<file path="src/hw/rtl/ehr_pkg.sv">
`timescale 1ns / 1ps
// ----------------------------------------------------------------------------
// ehr_pkg: shared types and constants of the ECG heart rate detector
// Register indexes, reset values of the registers and the rate history type.
// ----------------------------------------------------------------------------
package ehr_pkg;

	localparam int HIST_DEPTH     = 5;
	localparam int HIST_IDX_BITS  = $clog2(HIST_DEPTH);
	localparam int MED_RANK       = HIST_DEPTH / 2;
	localparam int RATE_BITS      = 16;
	localparam int TICK_BITS      = 32;
	localparam int TPS_BITS       = 16;
	localparam int THR_BITS       = 36;
	localparam int PEAK_BITS      = 37;
	localparam int DIV_BITS       = 32;
	localparam int CFG_INDEX_BITS = 3;
	localparam int CFG_DATA_BITS  = 36;

	typedef logic [HIST_DEPTH-1:0][RATE_BITS-1:0] hist_t;
	typedef logic [CFG_INDEX_BITS-1:0] cfg_index_t;

	localparam cfg_index_t REG_TICKS_PER_SAMPLE   = 3'd0;
	localparam cfg_index_t REG_MIN_INTERVAL_TICKS = 3'd1;
	localparam cfg_index_t REG_TIMEOUT_TICKS      = 3'd2;
	localparam cfg_index_t REG_CUBE_THRESHOLD     = 3'd3;
	localparam cfg_index_t REG_RATE_NUMERATOR     = 3'd4;

	localparam logic [TPS_BITS-1:0]  RST_TICKS_PER_SAMPLE   = 16'd3200;
	localparam logic [TICK_BITS-1:0] RST_MIN_INTERVAL_TICKS = 32'd2400000;
	localparam logic [TICK_BITS-1:0] RST_TIMEOUT_TICKS      = 32'd48000000;
	localparam logic [THR_BITS-1:0]  RST_CUBE_THRESHOLD     = 36'd15000;
	localparam logic [TICK_BITS-1:0] RST_RATE_NUMERATOR     = 32'd960000000;

endpackage

</file>
<file path="src/hw/rtl/ehr_if.sv">
`timescale 1ns / 1ps
// ----------------------------------------------------------------------------
// ehr_if: stream channels of the heart rate detector
// Sample channel (lead-off mark and sample) and result channel.
// ----------------------------------------------------------------------------
interface ehr_in_if #(
	parameter int SAMPLE_BITS = 12
) ();
	logic                   valid;
	logic                   ready;
	logic                   lead_off;
	logic [SAMPLE_BITS-1:0] sample;

	modport source (output valid, lead_off, sample, input ready);
	modport sink   (input valid, lead_off, sample, output ready);
endinterface

interface ehr_out_if ();
	logic                                  valid;
	logic                                  ready;
	logic                                  beat;
	logic signed [ehr_pkg::PEAK_BITS-1:0]  peak_cube;
	logic        [ehr_pkg::RATE_BITS-1:0]  rate_latest;
	logic        [ehr_pkg::RATE_BITS-1:0]  rate_median;
	logic                                  timed_out;

	modport source (output valid, beat, peak_cube, rate_latest, rate_median, timed_out,
		input ready);
	modport sink   (input valid, beat, peak_cube, rate_latest, rate_median, timed_out,
		output ready);
endinterface

</file>
<file path="src/hw/rtl/ehr_cube.sv">
`timescale 1ns / 1ps
// ----------------------------------------------------------------------------
// ehr_cube: serial cube of the backward sample difference
// Shift-add multiply, one multiplier bit per cycle: square first, then times
// the magnitude again. Sign applied at the end.
// ----------------------------------------------------------------------------
module ehr_cube #(
	parameter int SAMPLE_BITS = 12
) (
	input  logic                            clk,
	input  logic                            arst_n,
	input  logic                            start,
	input  logic [SAMPLE_BITS-1:0]          prev,
	input  logic [SAMPLE_BITS-1:0]          cur,
	output logic                            busy,
	output logic signed [3*SAMPLE_BITS:0]   cube
);

	localparam int PW   = 3 * SAMPLE_BITS;
	localparam int CNTW = $clog2(SAMPLE_BITS);

	logic [SAMPLE_BITS:0]   diff;
	logic [SAMPLE_BITS:0]   diff_abs;
	logic [SAMPLE_BITS-1:0] mag;
	logic [PW-1:0]          sum;
	logic                   last;

	logic [PW-1:0]          mcand_q;
	logic [SAMPLE_BITS-1:0] mplier_q;
	logic [SAMPLE_BITS-1:0] mag_q;
	logic [PW-1:0]          acc_q;
	logic [CNTW-1:0]        cnt_q;
	logic                   phase_q;
	logic                   neg_q;
	logic                   busy_q;
	logic signed [PW:0]     cube_q;

	always_comb begin
		diff     = {1'b0, prev} - {1'b0, cur};
		diff_abs = diff[SAMPLE_BITS] ? (~diff + 1'b1) : diff;
		mag      = diff_abs[SAMPLE_BITS-1:0];
		sum      = acc_q + (mplier_q[0] ? mcand_q : '0);
		last     = (cnt_q == CNTW'(SAMPLE_BITS - 1));
	end

	always_ff @(posedge clk or negedge arst_n) begin
		if (!arst_n) begin
			busy_q  <= 1'b0;
			phase_q <= 1'b0;
			cnt_q   <= '0;
		end else if (start) begin
			busy_q  <= 1'b1;
			phase_q <= 1'b0;
			cnt_q   <= '0;
		end else if (busy_q) begin
			cnt_q <= last ? '0 : cnt_q + 1'b1;
			if (last) begin
				if (!phase_q) begin
					phase_q <= 1'b1;
				end else begin
					busy_q <= 1'b0;
				end
			end
		end
	end

	always_ff @(posedge clk) begin
		if (start) begin
			mag_q    <= mag;
			neg_q    <= diff[SAMPLE_BITS];
			mcand_q  <= PW'(mag);
			mplier_q <= mag;
			acc_q    <= '0;
		end else if (busy_q) begin
			if (last && !phase_q) begin
				// square done, multiply it by the magnitude once more
				mcand_q  <= sum;
				mplier_q <= mag_q;
				acc_q    <= '0;
			end else begin
				mcand_q  <= {mcand_q[PW-2:0], 1'b0};
				mplier_q <= {1'b0, mplier_q[SAMPLE_BITS-1:1]};
				acc_q    <= sum;
			end
			if (last && phase_q) begin
				cube_q <= neg_q ? -$signed({1'b0, sum}) : $signed({1'b0, sum});
			end
		end
	end

	assign busy = busy_q;
	assign cube = cube_q;

endmodule

</file>
<file path="src/hw/rtl/ehr_div.sv">
`timescale 1ns / 1ps
// ----------------------------------------------------------------------------
// ehr_div: serial rate divider
// Restoring division, one quotient bit per cycle. Quotient
// saturates to 16 bits; a zero divisor yields all ones and so saturates too.
// ----------------------------------------------------------------------------
module ehr_div (
	input  logic                                clk,
	input  logic                                arst_n,
	input  logic                                start,
	input  logic [ehr_pkg::DIV_BITS-1:0]        numer,
	input  logic [ehr_pkg::DIV_BITS-1:0]        denom,
	output logic                                busy,
	output logic [ehr_pkg::RATE_BITS-1:0]       rate
);

	localparam int DW   = ehr_pkg::DIV_BITS;
	localparam int RW   = ehr_pkg::RATE_BITS;
	localparam int CNTW = $clog2(DW);

	logic [DW:0]     shifted;
	logic [DW+1:0]   diff;
	logic            ge;
	logic [DW-1:0]   quo_n;

	logic [DW:0]     rem_q;
	logic [DW-1:0]   quo_q;
	logic [DW-1:0]   den_q;
	logic [CNTW-1:0] cnt_q;
	logic            busy_q;
	logic [RW-1:0]   rate_q;

	always_comb begin
		shifted = {rem_q[DW-1:0], quo_q[DW-1]};
		diff    = {1'b0, shifted} - {2'b00, den_q};
		ge      = ~diff[DW+1];
		quo_n   = {quo_q[DW-2:0], ge};
	end

	always_ff @(posedge clk or negedge arst_n) begin
		if (!arst_n) begin
			busy_q <= 1'b0;
			cnt_q  <= '0;
		end else if (start) begin
			busy_q <= 1'b1;
			cnt_q  <= '0;
		end else if (busy_q) begin
			cnt_q <= cnt_q + 1'b1;
			if (cnt_q == CNTW'(DW - 1)) begin
				busy_q <= 1'b0;
			end
		end
	end

	always_ff @(posedge clk) begin
		if (start) begin
			rem_q <= '0;
			quo_q <= numer;
			den_q <= denom;
		end else if (busy_q) begin
			rem_q <= ge ? diff[DW:0] : shifted;
			quo_q <= quo_n;
			if (cnt_q == CNTW'(DW - 1)) begin
				rate_q <= (|quo_n[DW-1:RW]) ? '1 : quo_n[RW-1:0];
			end
		end
	end

	assign busy = busy_q;
	assign rate = rate_q;

endmodule

</file>
<file path="src/hw/rtl/ehr_median.sv">
`timescale 1ns / 1ps
// ----------------------------------------------------------------------------
// ehr_median: median of the rate history
// One candidate entry per cycle; its rank (smaller entries, plus equal ones
// earlier in the history) picks the middle element.
// ----------------------------------------------------------------------------
module ehr_median (
	input  logic                            clk,
	input  logic                            arst_n,
	input  logic                            start,
	input  ehr_pkg::hist_t                  hist,
	output logic                            busy,
	output logic [ehr_pkg::RATE_BITS-1:0]   median
);

	localparam int DEPTH = ehr_pkg::HIST_DEPTH;
	localparam int IW    = ehr_pkg::HIST_IDX_BITS;

	logic [ehr_pkg::RATE_BITS-1:0] cand;
	logic [IW:0]                   rank;

	logic [IW-1:0]                 idx_q;
	logic                          busy_q;
	logic [ehr_pkg::RATE_BITS-1:0] med_q;

	always_comb begin
		cand = hist[idx_q];
		rank = '0;
		for (int j = 0; j < DEPTH; j++) begin
			if ((hist[j] < cand) || ((hist[j] == cand) && (IW'(j) < idx_q))) begin
				rank = rank + 1'b1;
			end
		end
	end

	always_ff @(posedge clk or negedge arst_n) begin
		if (!arst_n) begin
			busy_q <= 1'b0;
			idx_q  <= '0;
		end else if (start) begin
			busy_q <= 1'b1;
			idx_q  <= '0;
		end else if (busy_q) begin
			idx_q <= idx_q + 1'b1;
			if (idx_q == IW'(DEPTH - 1)) begin
				busy_q <= 1'b0;
			end
		end
	end

	always_ff @(posedge clk) begin
		if (busy_q && (rank == (IW + 1)'(ehr_pkg::MED_RANK))) begin
			med_q <= cand;
		end
	end

	assign busy   = busy_q;
	assign median = med_q;

endmodule

</file>
<file path="src/hw/rtl/ecg_heart_rate_detector.sv">
`timescale 1ns / 1ps
// ----------------------------------------------------------------------------
// ecg_heart_rate_detector: derivative-threshold QRS detector, median-5 rate
// Cubes the sample difference, runs the interval and beat checks and keeps a
// five-entry rate history whose newest entry and median go out per item.
// ----------------------------------------------------------------------------
// Usage:
//   samples: one request per ECG sample or lead-off mark, valid/ready.
//   results: one request back per sample request, valid/ready.
//   wr_en/wr_index/wr_data: register writes, only while the block is idle.
// Timing:
//   A sample request runs the serial cube and the 32-step serial divider
//   side by side from acceptance, then a state that sees both done, the
//   update state, the serial median with a state that sees it done, and
//   the state that loads the result register. A lead-off request skips
//   the cube and divider.
//   One request is worked on at a time; samples.ready is high when idle and
//   rises the cycle after the result register loads, so a new request is
//   taken only once the last one has been handed to the result register.
// Reset: registers take their default values, history and state clear.
// Stall: the result register holds its request while results.ready is low;
//   the next sample is still taken and worked on, and only its hand-over to
//   the result register waits.
// ----------------------------------------------------------------------------
module ecg_heart_rate_detector #(
	parameter int SAMPLE_BITS = 12
) (
	input  logic                                 clk,
	input  logic                                 arst_n,
	ehr_in_if.sink                               samples,
	ehr_out_if.source                            results,
	input  logic                                 wr_en,
	input  logic [ehr_pkg::CFG_INDEX_BITS-1:0]   wr_index,
	input  logic [ehr_pkg::CFG_DATA_BITS-1:0]    wr_data
);

	localparam int CW   = 3 * SAMPLE_BITS + 1;
	localparam int CMPW = ((CW > ehr_pkg::PEAK_BITS) ? CW : ehr_pkg::PEAK_BITS) + 1;
	localparam int TW   = ehr_pkg::TICK_BITS;
	localparam int RW   = ehr_pkg::RATE_BITS;

	typedef enum logic [4:0] {
		ST_IDLE   = 5'b00001,
		ST_CALC   = 5'b00010,
		ST_UPDATE = 5'b00100,
		ST_MEDIAN = 5'b01000,
		ST_OUT    = 5'b10000
	} state_t;

	state_t state_q;

	// registers
	logic [ehr_pkg::TPS_BITS-1:0] tps_q;
	logic [TW-1:0]                min_q;
	logic [TW-1:0]                tout_q;
	logic [ehr_pkg::THR_BITS-1:0] thr_q;
	logic [TW-1:0]                num_q;

	// detector state
	logic [SAMPLE_BITS-1:0] prev_sample_q;
	logic signed [CW-1:0]   prev_cube_q;
	logic [TW-1:0]          elapsed_q;
	logic [TW-1:0]          stamp_q;
	ehr_pkg::hist_t         hist_q;

	// current item
	logic                   lead_q;
	logic [SAMPLE_BITS-1:0] sample_q;
	logic                   beat_q;
	logic [ehr_pkg::PEAK_BITS-1:0] peak_q;
	logic                   tmo_q;

	// result register
	logic                   out_valid_q;
	logic                   out_beat_q;
	logic [ehr_pkg::PEAK_BITS-1:0] out_peak_q;
	logic [RW-1:0]          out_latest_q;
	logic [RW-1:0]          out_median_q;
	logic                   out_tmo_q;

	logic                   accept;
	logic                   unit_start;
	logic                   cube_busy;
	logic                   div_busy;
	logic                   med_busy;
	logic signed [CW-1:0]   cube;
	logic [RW-1:0]          rate;
	logic [RW-1:0]          median;
	logic                   out_load;

	logic [TW:0]            el_sum;
	logic [TW-1:0]          el_sat;
	logic signed [CMPW-1:0] cube_ext;
	logic signed [CMPW-1:0] thr_ext;
	logic                   past_min;
	logic                   is_timeout;
	logic                   is_cross;
	logic                   is_beat;

	assign accept     = samples.valid && samples.ready;
	assign unit_start = accept && !samples.lead_off;
	assign out_load   = (state_q == ST_OUT) && (!out_valid_q || results.ready);

	ehr_cube #(
		.SAMPLE_BITS (SAMPLE_BITS)
	) u_cube (
		.clk    (clk),
		.arst_n (arst_n),
		.start  (unit_start),
		.prev   (prev_sample_q),
		.cur    (samples.sample),
		.busy   (cube_busy),
		.cube   (cube)
	);

	// the stamp changes only in the update cycle; the numerator keeps its value while the user writes no register
	ehr_div u_div (
		.clk    (clk),
		.arst_n (arst_n),
		.start  (unit_start),
		.numer  (num_q),
		.denom  (stamp_q),
		.busy   (div_busy),
		.rate   (rate)
	);

	ehr_median u_median (
		.clk    (clk),
		.arst_n (arst_n),
		.start  (state_q == ST_UPDATE),
		.hist   (hist_q),
		.busy   (med_busy),
		.median (median)
	);

	always_comb begin
		el_sum     = {1'b0, elapsed_q} + {{(TW + 1 - ehr_pkg::TPS_BITS){1'b0}}, tps_q};
		el_sat     = el_sum[TW] ? '1 : el_sum[TW-1:0];
		cube_ext   = CMPW'(cube);
		thr_ext    = $signed({{(CMPW - ehr_pkg::THR_BITS){1'b0}}, thr_q});
		past_min   = el_sat > min_q;
		is_timeout = past_min && (el_sat >= tout_q);
		is_cross   = past_min && !is_timeout && (cube >= 0) && (prev_cube_q <= 0);
		is_beat    = past_min && !is_timeout && !is_cross && (cube_ext >= thr_ext);
	end

	always_ff @(posedge clk or negedge arst_n) begin
		if (!arst_n) begin
			tps_q  <= ehr_pkg::RST_TICKS_PER_SAMPLE;
			min_q  <= ehr_pkg::RST_MIN_INTERVAL_TICKS;
			tout_q <= ehr_pkg::RST_TIMEOUT_TICKS;
			thr_q  <= ehr_pkg::RST_CUBE_THRESHOLD;
			num_q  <= ehr_pkg::RST_RATE_NUMERATOR;
		end else if (wr_en) begin
			unique case (wr_index)
				ehr_pkg::REG_TICKS_PER_SAMPLE:   tps_q  <= wr_data[ehr_pkg::TPS_BITS-1:0];
				ehr_pkg::REG_MIN_INTERVAL_TICKS: min_q  <= wr_data[TW-1:0];
				ehr_pkg::REG_TIMEOUT_TICKS:      tout_q <= wr_data[TW-1:0];
				ehr_pkg::REG_CUBE_THRESHOLD:     thr_q  <= wr_data[ehr_pkg::THR_BITS-1:0];
				ehr_pkg::REG_RATE_NUMERATOR:     num_q  <= wr_data[TW-1:0];
				default: ;
			endcase
		end
	end

	always_ff @(posedge clk or negedge arst_n) begin
		if (!arst_n) begin
			state_q       <= ST_IDLE;
			prev_sample_q <= '0;
			prev_cube_q   <= '0;
			elapsed_q     <= '0;
			stamp_q       <= '0;
			hist_q        <= '0;
		end else begin
			unique case (state_q)
				ST_IDLE: begin
					if (accept) begin
						state_q <= samples.lead_off ? ST_UPDATE : ST_CALC;
					end
				end
				ST_CALC: begin
					if (!cube_busy && !div_busy) begin
						state_q <= ST_UPDATE;
					end
				end
				ST_UPDATE: begin
					state_q <= ST_MEDIAN;
					if (lead_q) begin
						hist_q <= {RW'(0), hist_q[ehr_pkg::HIST_DEPTH-1:1]};
					end else begin
						prev_sample_q <= sample_q;
						prev_cube_q   <= cube;
						if (is_timeout || is_beat) begin
							elapsed_q <= '0;
						end else begin
							elapsed_q <= el_sat;
						end
						if (is_cross) begin
							stamp_q <= el_sat;
						end
						if (is_timeout) begin
							hist_q <= '0;
						end else if (is_beat) begin
							hist_q <= {rate, hist_q[ehr_pkg::HIST_DEPTH-1:1]};
						end
					end
				end
				ST_MEDIAN: begin
					if (!med_busy) begin
						state_q <= ST_OUT;
					end
				end
				ST_OUT: begin
					if (out_load) begin
						state_q <= ST_IDLE;
					end
				end
				default: state_q <= ST_IDLE;
			endcase
		end
	end

	always_ff @(posedge clk) begin
		if (accept) begin
			lead_q   <= samples.lead_off;
			sample_q <= samples.sample;
		end
		if (state_q == ST_UPDATE) begin
			beat_q <= !lead_q && is_beat;
			tmo_q  <= !lead_q && is_timeout;
			peak_q <= (!lead_q && is_beat) ? cube_ext[ehr_pkg::PEAK_BITS-1:0] : '0;
		end
	end

	always_ff @(posedge clk or negedge arst_n) begin
		if (!arst_n) begin
			out_valid_q <= 1'b0;
		end else if (out_load) begin
			out_valid_q <= 1'b1;
		end else if (results.ready) begin
			out_valid_q <= 1'b0;
		end
	end

	always_ff @(posedge clk) begin
		if (out_load) begin
			out_beat_q   <= beat_q;
			out_peak_q   <= peak_q;
			out_latest_q <= hist_q[ehr_pkg::HIST_DEPTH-1];
			out_median_q <= median;
			out_tmo_q    <= tmo_q;
		end
	end

	assign samples.ready       = (state_q == ST_IDLE);
	assign results.valid       = out_valid_q;
	assign results.beat        = out_beat_q;
	assign results.peak_cube   = $signed(out_peak_q);
	assign results.rate_latest = out_latest_q;
	assign results.rate_median = out_median_q;
	assign results.timed_out   = out_tmo_q;

endmodule

</file>
<file path="src/flat_wrapper.sv">
// flat-port wrapper written by rule: the top's interface ports become plain ports
module ecg_heart_rate_detector_flat 
#(
	parameter int SAMPLE_BITS = 12
)
  (clk, arst_n, wr_en, wr_index, wr_data, samples_valid, samples_lead_off, samples_sample, samples_ready, results_valid, results_beat, results_peak_cube, results_rate_latest, results_rate_median, results_timed_out, results_ready);
  ehr_in_if #(.SAMPLE_BITS(SAMPLE_BITS)) samples_i ();
  ehr_out_if results_i ();
  input  logic clk;
  input  logic arst_n;
  input  logic wr_en;
  input  logic [ehr_pkg::CFG_INDEX_BITS-1:0] wr_index;
  input  logic [ehr_pkg::CFG_DATA_BITS-1:0] wr_data;
  input wire logic [$bits(samples_i.valid)-1:0] samples_valid;
  input wire logic [$bits(samples_i.lead_off)-1:0] samples_lead_off;
  input wire logic [$bits(samples_i.sample)-1:0] samples_sample;
  output wire logic [$bits(samples_i.ready)-1:0] samples_ready;
  output wire logic [$bits(results_i.valid)-1:0] results_valid;
  output wire logic [$bits(results_i.beat)-1:0] results_beat;
  output wire logic [$bits(results_i.peak_cube)-1:0] results_peak_cube;
  output wire logic [$bits(results_i.rate_latest)-1:0] results_rate_latest;
  output wire logic [$bits(results_i.rate_median)-1:0] results_rate_median;
  output wire logic [$bits(results_i.timed_out)-1:0] results_timed_out;
  input wire logic [$bits(results_i.ready)-1:0] results_ready;
  assign samples_i.valid = samples_valid;
  assign samples_i.lead_off = samples_lead_off;
  assign samples_i.sample = samples_sample;
  assign samples_ready = samples_i.ready;
  assign results_valid = results_i.valid;
  assign results_beat = results_i.beat;
  assign results_peak_cube = results_i.peak_cube;
  assign results_rate_latest = results_i.rate_latest;
  assign results_rate_median = results_i.rate_median;
  assign results_timed_out = results_i.timed_out;
  assign results_i.ready = results_ready;
  ecg_heart_rate_detector #(.SAMPLE_BITS(SAMPLE_BITS)) u_core (.clk(clk), .arst_n(arst_n), .samples(samples_i), .results(results_i), .wr_en(wr_en), .wr_index(wr_index), .wr_data(wr_data));
endmodule
</file>
<file path="config.mk">
export PLATFORM = sky130hd
export DESIGN_NAME = ecg_heart_rate_detector_flat
export DESIGN_NICKNAME = d
export VERILOG_FILES = /design/src/hw/rtl/ehr_pkg.sv /design/src/hw/rtl/ehr_if.sv /design/src/hw/rtl/ehr_cube.sv /design/src/hw/rtl/ehr_div.sv /design/src/hw/rtl/ehr_median.sv /design/src/hw/rtl/ecg_heart_rate_detector.sv /design/src/flat_wrapper.sv
export SDC_FILE = /design/constraint.sdc
export NUM_CORES = 2
export LEC_CHECK = 0
export BUFFER_PORTS_ARGS = -buffer_cell sky130_fd_sc_hd__buf_2
export CORE_ASPECT_RATIO = 1.75
export CORE_MARGIN = 5
export CORE_UTILIZATION = 55
export DETAILED_ROUTE_END_ITERATION = 8
export PLACE_DENSITY = 0.74
export SETUP_SLACK_MARGIN = 0.1
export SKIP_CTS_REPAIR_TIMING = 1
export SYNTH_ARGS = -nofsm -noshare
export SYNTH_HDL_FRONTEND = slang
export SYNTH_SLANG_ARGS = --single-unit
export TNS_END_PERCENT = 50
</file>
<file path="constraint.sdc">
create_clock -name clk -period 10.5 [get_ports clk]
set_input_delay 1.575 -clock clk [delete_from_list [all_inputs] [get_ports clk]]
set_output_delay 1.575 -clock clk [all_outputs]
set_load 0.005 [all_outputs]
</file>
==> impl_metrics.json <==
{
  "synth_top_area_frac": 0.226,
  "synth_cells": 3748,
  "cts_buffers": 72,
  "die_area_mm2": 0.0763,
  "max_stage_delay_ns": 0.88,
  "ant_nets": 0,
  "ys_seq_elements": 748,
  "crit_type": "reg2reg",
  "synth_area_leaders": "edfxtp_1 23%, dfrtp_1 21%, ha_1 9.2%",
  "fin_setup_tns_ns": 0,
  "grt_antenna_before_repair": 0,
  "max_freq_mhz": 131,
  "synth_common_cells": "560 x nand2_1, 324 x dfrtp_1, 293 x edfxtp_1, 286 x ha_1, 233 x inv_1",
  "cp_num_buf_inv": 1,
  "synthFlopType": "dfrtp_1",
  "routed_wl_mm": 99.1,
  "syn_area_mm2": 0.0389,
  "ys_async_sr_fraction": 0.485,
  "slew_headroom": 0.178,
  "ir_worst_vdd_uv": 252,
  "combinationalPowerShare": 0.436,
  "clk_path_buf_depth": 3,
  "cp_num_cells": 23,
  "reg2reg_depth": 23,
  "synth_fp_nets": 4095,
  "avgRoutedWirePerCell_um": 20.6,
  "reg2reg_setup_slack_ns": 2.87,
  "htreeDepth": 3,
  "pin_count": 130,
  "dp.final_hpwl_mm": 71.9,
  "drt_pass1_iterations": 8,
  "finalPower_mw": 12.5,
  "grt_pass1_wl_mm": 156,
  "seqPwrFrac": 0.351,
  "ys_seq_area_frac": 0.509,
  "worstPathCellList": "ha_1 > fa_1 > a21o_1 > a21oi_1 > o21bai_1 > a21oi_1 > a2111oi_0 > buf_4 > o311ai_1 > nor2_1 > nand2_1 > a31oi_1 > ha_1 > a21o_1 > a21o_1 > a21oi_1 > o21ai_0 > nand3_1 > a211oi_1 > or3_1 > nor2_1 > nand3_2 > mux2_2",
  "clkTransAtPathRegs_ns": 0.06,
  "leakage_nw": 19.3,
  "fin_ws_ns": 2.87,
  "place_ws_ns": 2.99,
  "track_usage": 0.257,
  "r2r_start": "u_core.elapsed_q[0]",
  "crit_start": "u_core.elapsed_q[0]",
  "yosysTopAreaCell": "edfxtp_1",
  "r2r-end": "u_core.stamp_q[24]",
  "die-width_um": 211,
  "setup_viol": 0,
  "min_period_over_period": 0.727,
  "maxCapViolations": 0,
  "root_buffer": "clkbuf_16",
  "status": "finished, final reports clean",
  "clk_latency_ns": 0.64,
  "synth_cell_types": 82,
  "portBuffers": 129,
  "rsz0062_at_grt": "false",
  "drv_slew": 0,
  "drive_gt1_frac": 0.124,
  "grt_max_degree": 91,
  "rows": 129,
  "power_density_mw_per_mm2": 291,
  "core-area_mm2": 0.0704,
  "crit_arrival_ns": 8.14,
  "p_switching_mw": 4.86,
  "finalHoldViolCount": 0,
  "critPathMaxFanout": 51,
  "end_kind": "flop",
  "syn_avg_cell_area_um2": 10.4,
  "drt_iter0_drc": 1768,
  "internal-power_mw": 7.63,
  "synth_edf_count": 293,
  "worst_pin_slew_ns": 1.22,
  "via_count": 28300,
  "setup.worst_path.end": "u_core.stamp_q[24]",
  "worst_clock_skew_ns": 0.0259,
  "avgViaCountPerCell": 5.89,
  "hold_ws_ns": 0.417,
  "cp_slowest_cell": "o311ai_1",
  "gp_routability_congestion": 0.948,
  "grt_pass1_vias": 28500,
  "start_util": 0.552,
  "worstPathRequired_ns": 11.01,
  "die_h_um": 362,
  "ys_warn_count": 0,
  "critPathLaunchType": "flop",
  "finalNetCount": 4176,
  "hold_class": "reg2reg",
  "cts_tree": "done",
  "fin_util": 0.609,
  "cp_top_family": "compound AO/OA/AOI/OAI gates",
  "drc": 0,
  "clock_sinks": 748,
  "power_frac_clock": 0.213,
  "synth.most_common_cell": "nand2_1",
  "swShare": 0.389,
  "synthToLayoutAreaGrowth_pct": 10.3,
  "post-route-min-period_ns": 7.63,
  "grt-ovfl-total": 0
}
flip-flops by register name (all words and copies together), names as in the netlist, 16 cells and up:
name                        count
u_core.elapsed_q               32
u_core.results.peak_cube       37
u_core.min_q                   32
u_core.u_cube.mcand_q          36
u_core.results.rate_median     16
u_core.u_div.den_q             32
u_core.tps_q                   16
u_core.u_cube.acc_q            36
u_core.results.rate_latest     16
u_core.hist_q                  80
u_core.u_div.rate              16
u_core.u_div.rem_q             32
u_core.stamp_q                 32
u_core.u_cube.cube             37
u_core.u_median.median         16
u_core.num_q                   32
u_core.prev_cube_q             37
u_core.u_div.quo_q             32
u_core.tout_q                  32
u_core.thr_q                   36
u_core.peak_q                  37
cell usage in the layout (no fill, tap or decap), types with 9 or more instances in the layout:
| cell type | n |
|---|---|
| a211oi_1 | 31 |
| a21boi_0 | 9 |
| a21o_1 | 85 |
| a21oi_1 | 190 |
| a22o_1 | 104 |
| a311oi_1 | 17 |
| a31oi_1 | 29 |
| and2_1 | 77 |
| and3_1 | 19 |
| buf_2 | 128 |
| buf_4 | 35 |
| clkbuf_1 | 18 |
| clkbuf_16 | 74 |
| clkbuf_8 | 10 |
| dfrtp_1 | 321 |
| dfstp_2 | 39 |
| dfxtp_1 | 92 |
| edfxtp_1 | 293 |
| ha_1 | 286 |
| inv_1 | 233 |
| mux2_2 | 103 |
| mux2i_1 | 62 |
| nand2_1 | 560 |
| nand2b_1 | 25 |
| nand3_1 | 48 |
| nand4_1 | 45 |
| nor2_1 | 207 |
| nor2b_1 | 26 |
| nor3_1 | 33 |
| nor4_1 | 23 |
| o211ai_1 | 22 |
| o21a_1 | 26 |
| o21ai_0 | 211 |
| o21bai_1 | 16 |
| o22a_1 | 15 |
| o31ai_1 | 39 |
| or2_2 | 23 |
| or3_1 | 12 |
| xnor2_1 | 90 |
| xor2_1 | 52 |
layer usage:
metal | GRT usage | up-vias | wire [um]
li1 | - | 13500 | -
met1 | 0.287 | 13800 | 36000
met2 | 0.473 | 766 | 52600
met3 | 0.0289 | 277 | 4370
met4 | 0.142 | 0 | 6220
met5 | 0 | - | 0
kinds of logic after synthesis:
| kind of cell | share of synthesized area |
|---|---|
| and+or+nand+nor | 0.134 |
| other | 0.0000965 |
| muxes | 0.0458 |
| xor gates and xnor gates | 0.0320 |
| DFF | 0.509 |
| adders and majority gates | 0.0941 |
| buffers and inverters | 0.0380 |
| AOI/OAI and AO/OA | 0.147 |
how the worst min path moves through the flow:
stage / slack [ns] / depth (start not counted) / from / endpoint
4_1_cts: 0.42 / 0 / u_core.peak_q[29] / u_core.results.peak_cube[29]
6_report: 0.42 / 0 / u_core.peak_q[29] / u_core.results.peak_cube[29]
5_1_grt: 0.43 / 0 / u_core.u_median.median[2] / u_core.results.rate_median[2]
2_1_floorplan: 0.40 / 0 / u_core.beat_q / u_core.results.beat
3_3_place_gp: 0.40 / 0 / u_core.u_median.median[1] / u_core.results.rate_median[1]
3_5_place_dp: 0.40 / 0 / u_core.peak_q[16] / u_core.results.peak_cube[16]
area by class of cell:
class                      count  area (um2)
fill                        5877       27500
inverter                     235         885
clock buffer                 102        2060
clock inverter                32         350
sequential                   748       19800
antenna                        4        10.0
tap                          917        1150
multi-input combinational   2608       17700
timing repair buffer         164         918
power groups by stage:
stage	Combinational, mW	Sequential, mW	Clock, mW
3_5_place_dp	5.42	4.42	0
4_1_cts	5.46	4.37	2.72
5_1_grt	6.10	4.45	2.84
3_3_place_gp	5.30	4.40	0
6_report	5.45	4.38	2.67
2_1_floorplan	4.17	4.28	0
through the flow:
stage / area (um2) / std cells
6_report: 42900 / 4810
5_1_grt: 42900 / 4806
4_1_cts: 42900 / 4806
3_5_place_dp: 40500 / 4672
3_3_place_gp: 40500 / 4672
2_1_floorplan: 38900 / 3748
worst reg2reg max path: stages, from the launching register on:
cell and delay, ns:
dfrtp_1 0.38, ha_1 0.23, fa_1 0.42, a21o_1 0.20, a21oi_1 0.21, o21bai_1 0.09, a21oi_1 0.26, a2111oi_0 0.24
buf_4 0.21, o311ai_1 0.88, nor2_1 0.20, nand2_1 0.61, a31oi_1 0.34, ha_1 0.39, a21o_1 0.16, a21o_1 0.17
a21oi_1 0.14, o21ai_0 0.10, nand3_1 0.09, a211oi_1 0.06, or3_1 0.37, nor2_1 0.29, nand3_2 0.85, mux2_2 0.63
No activity file was read; power rests on OpenSTA's default activity.
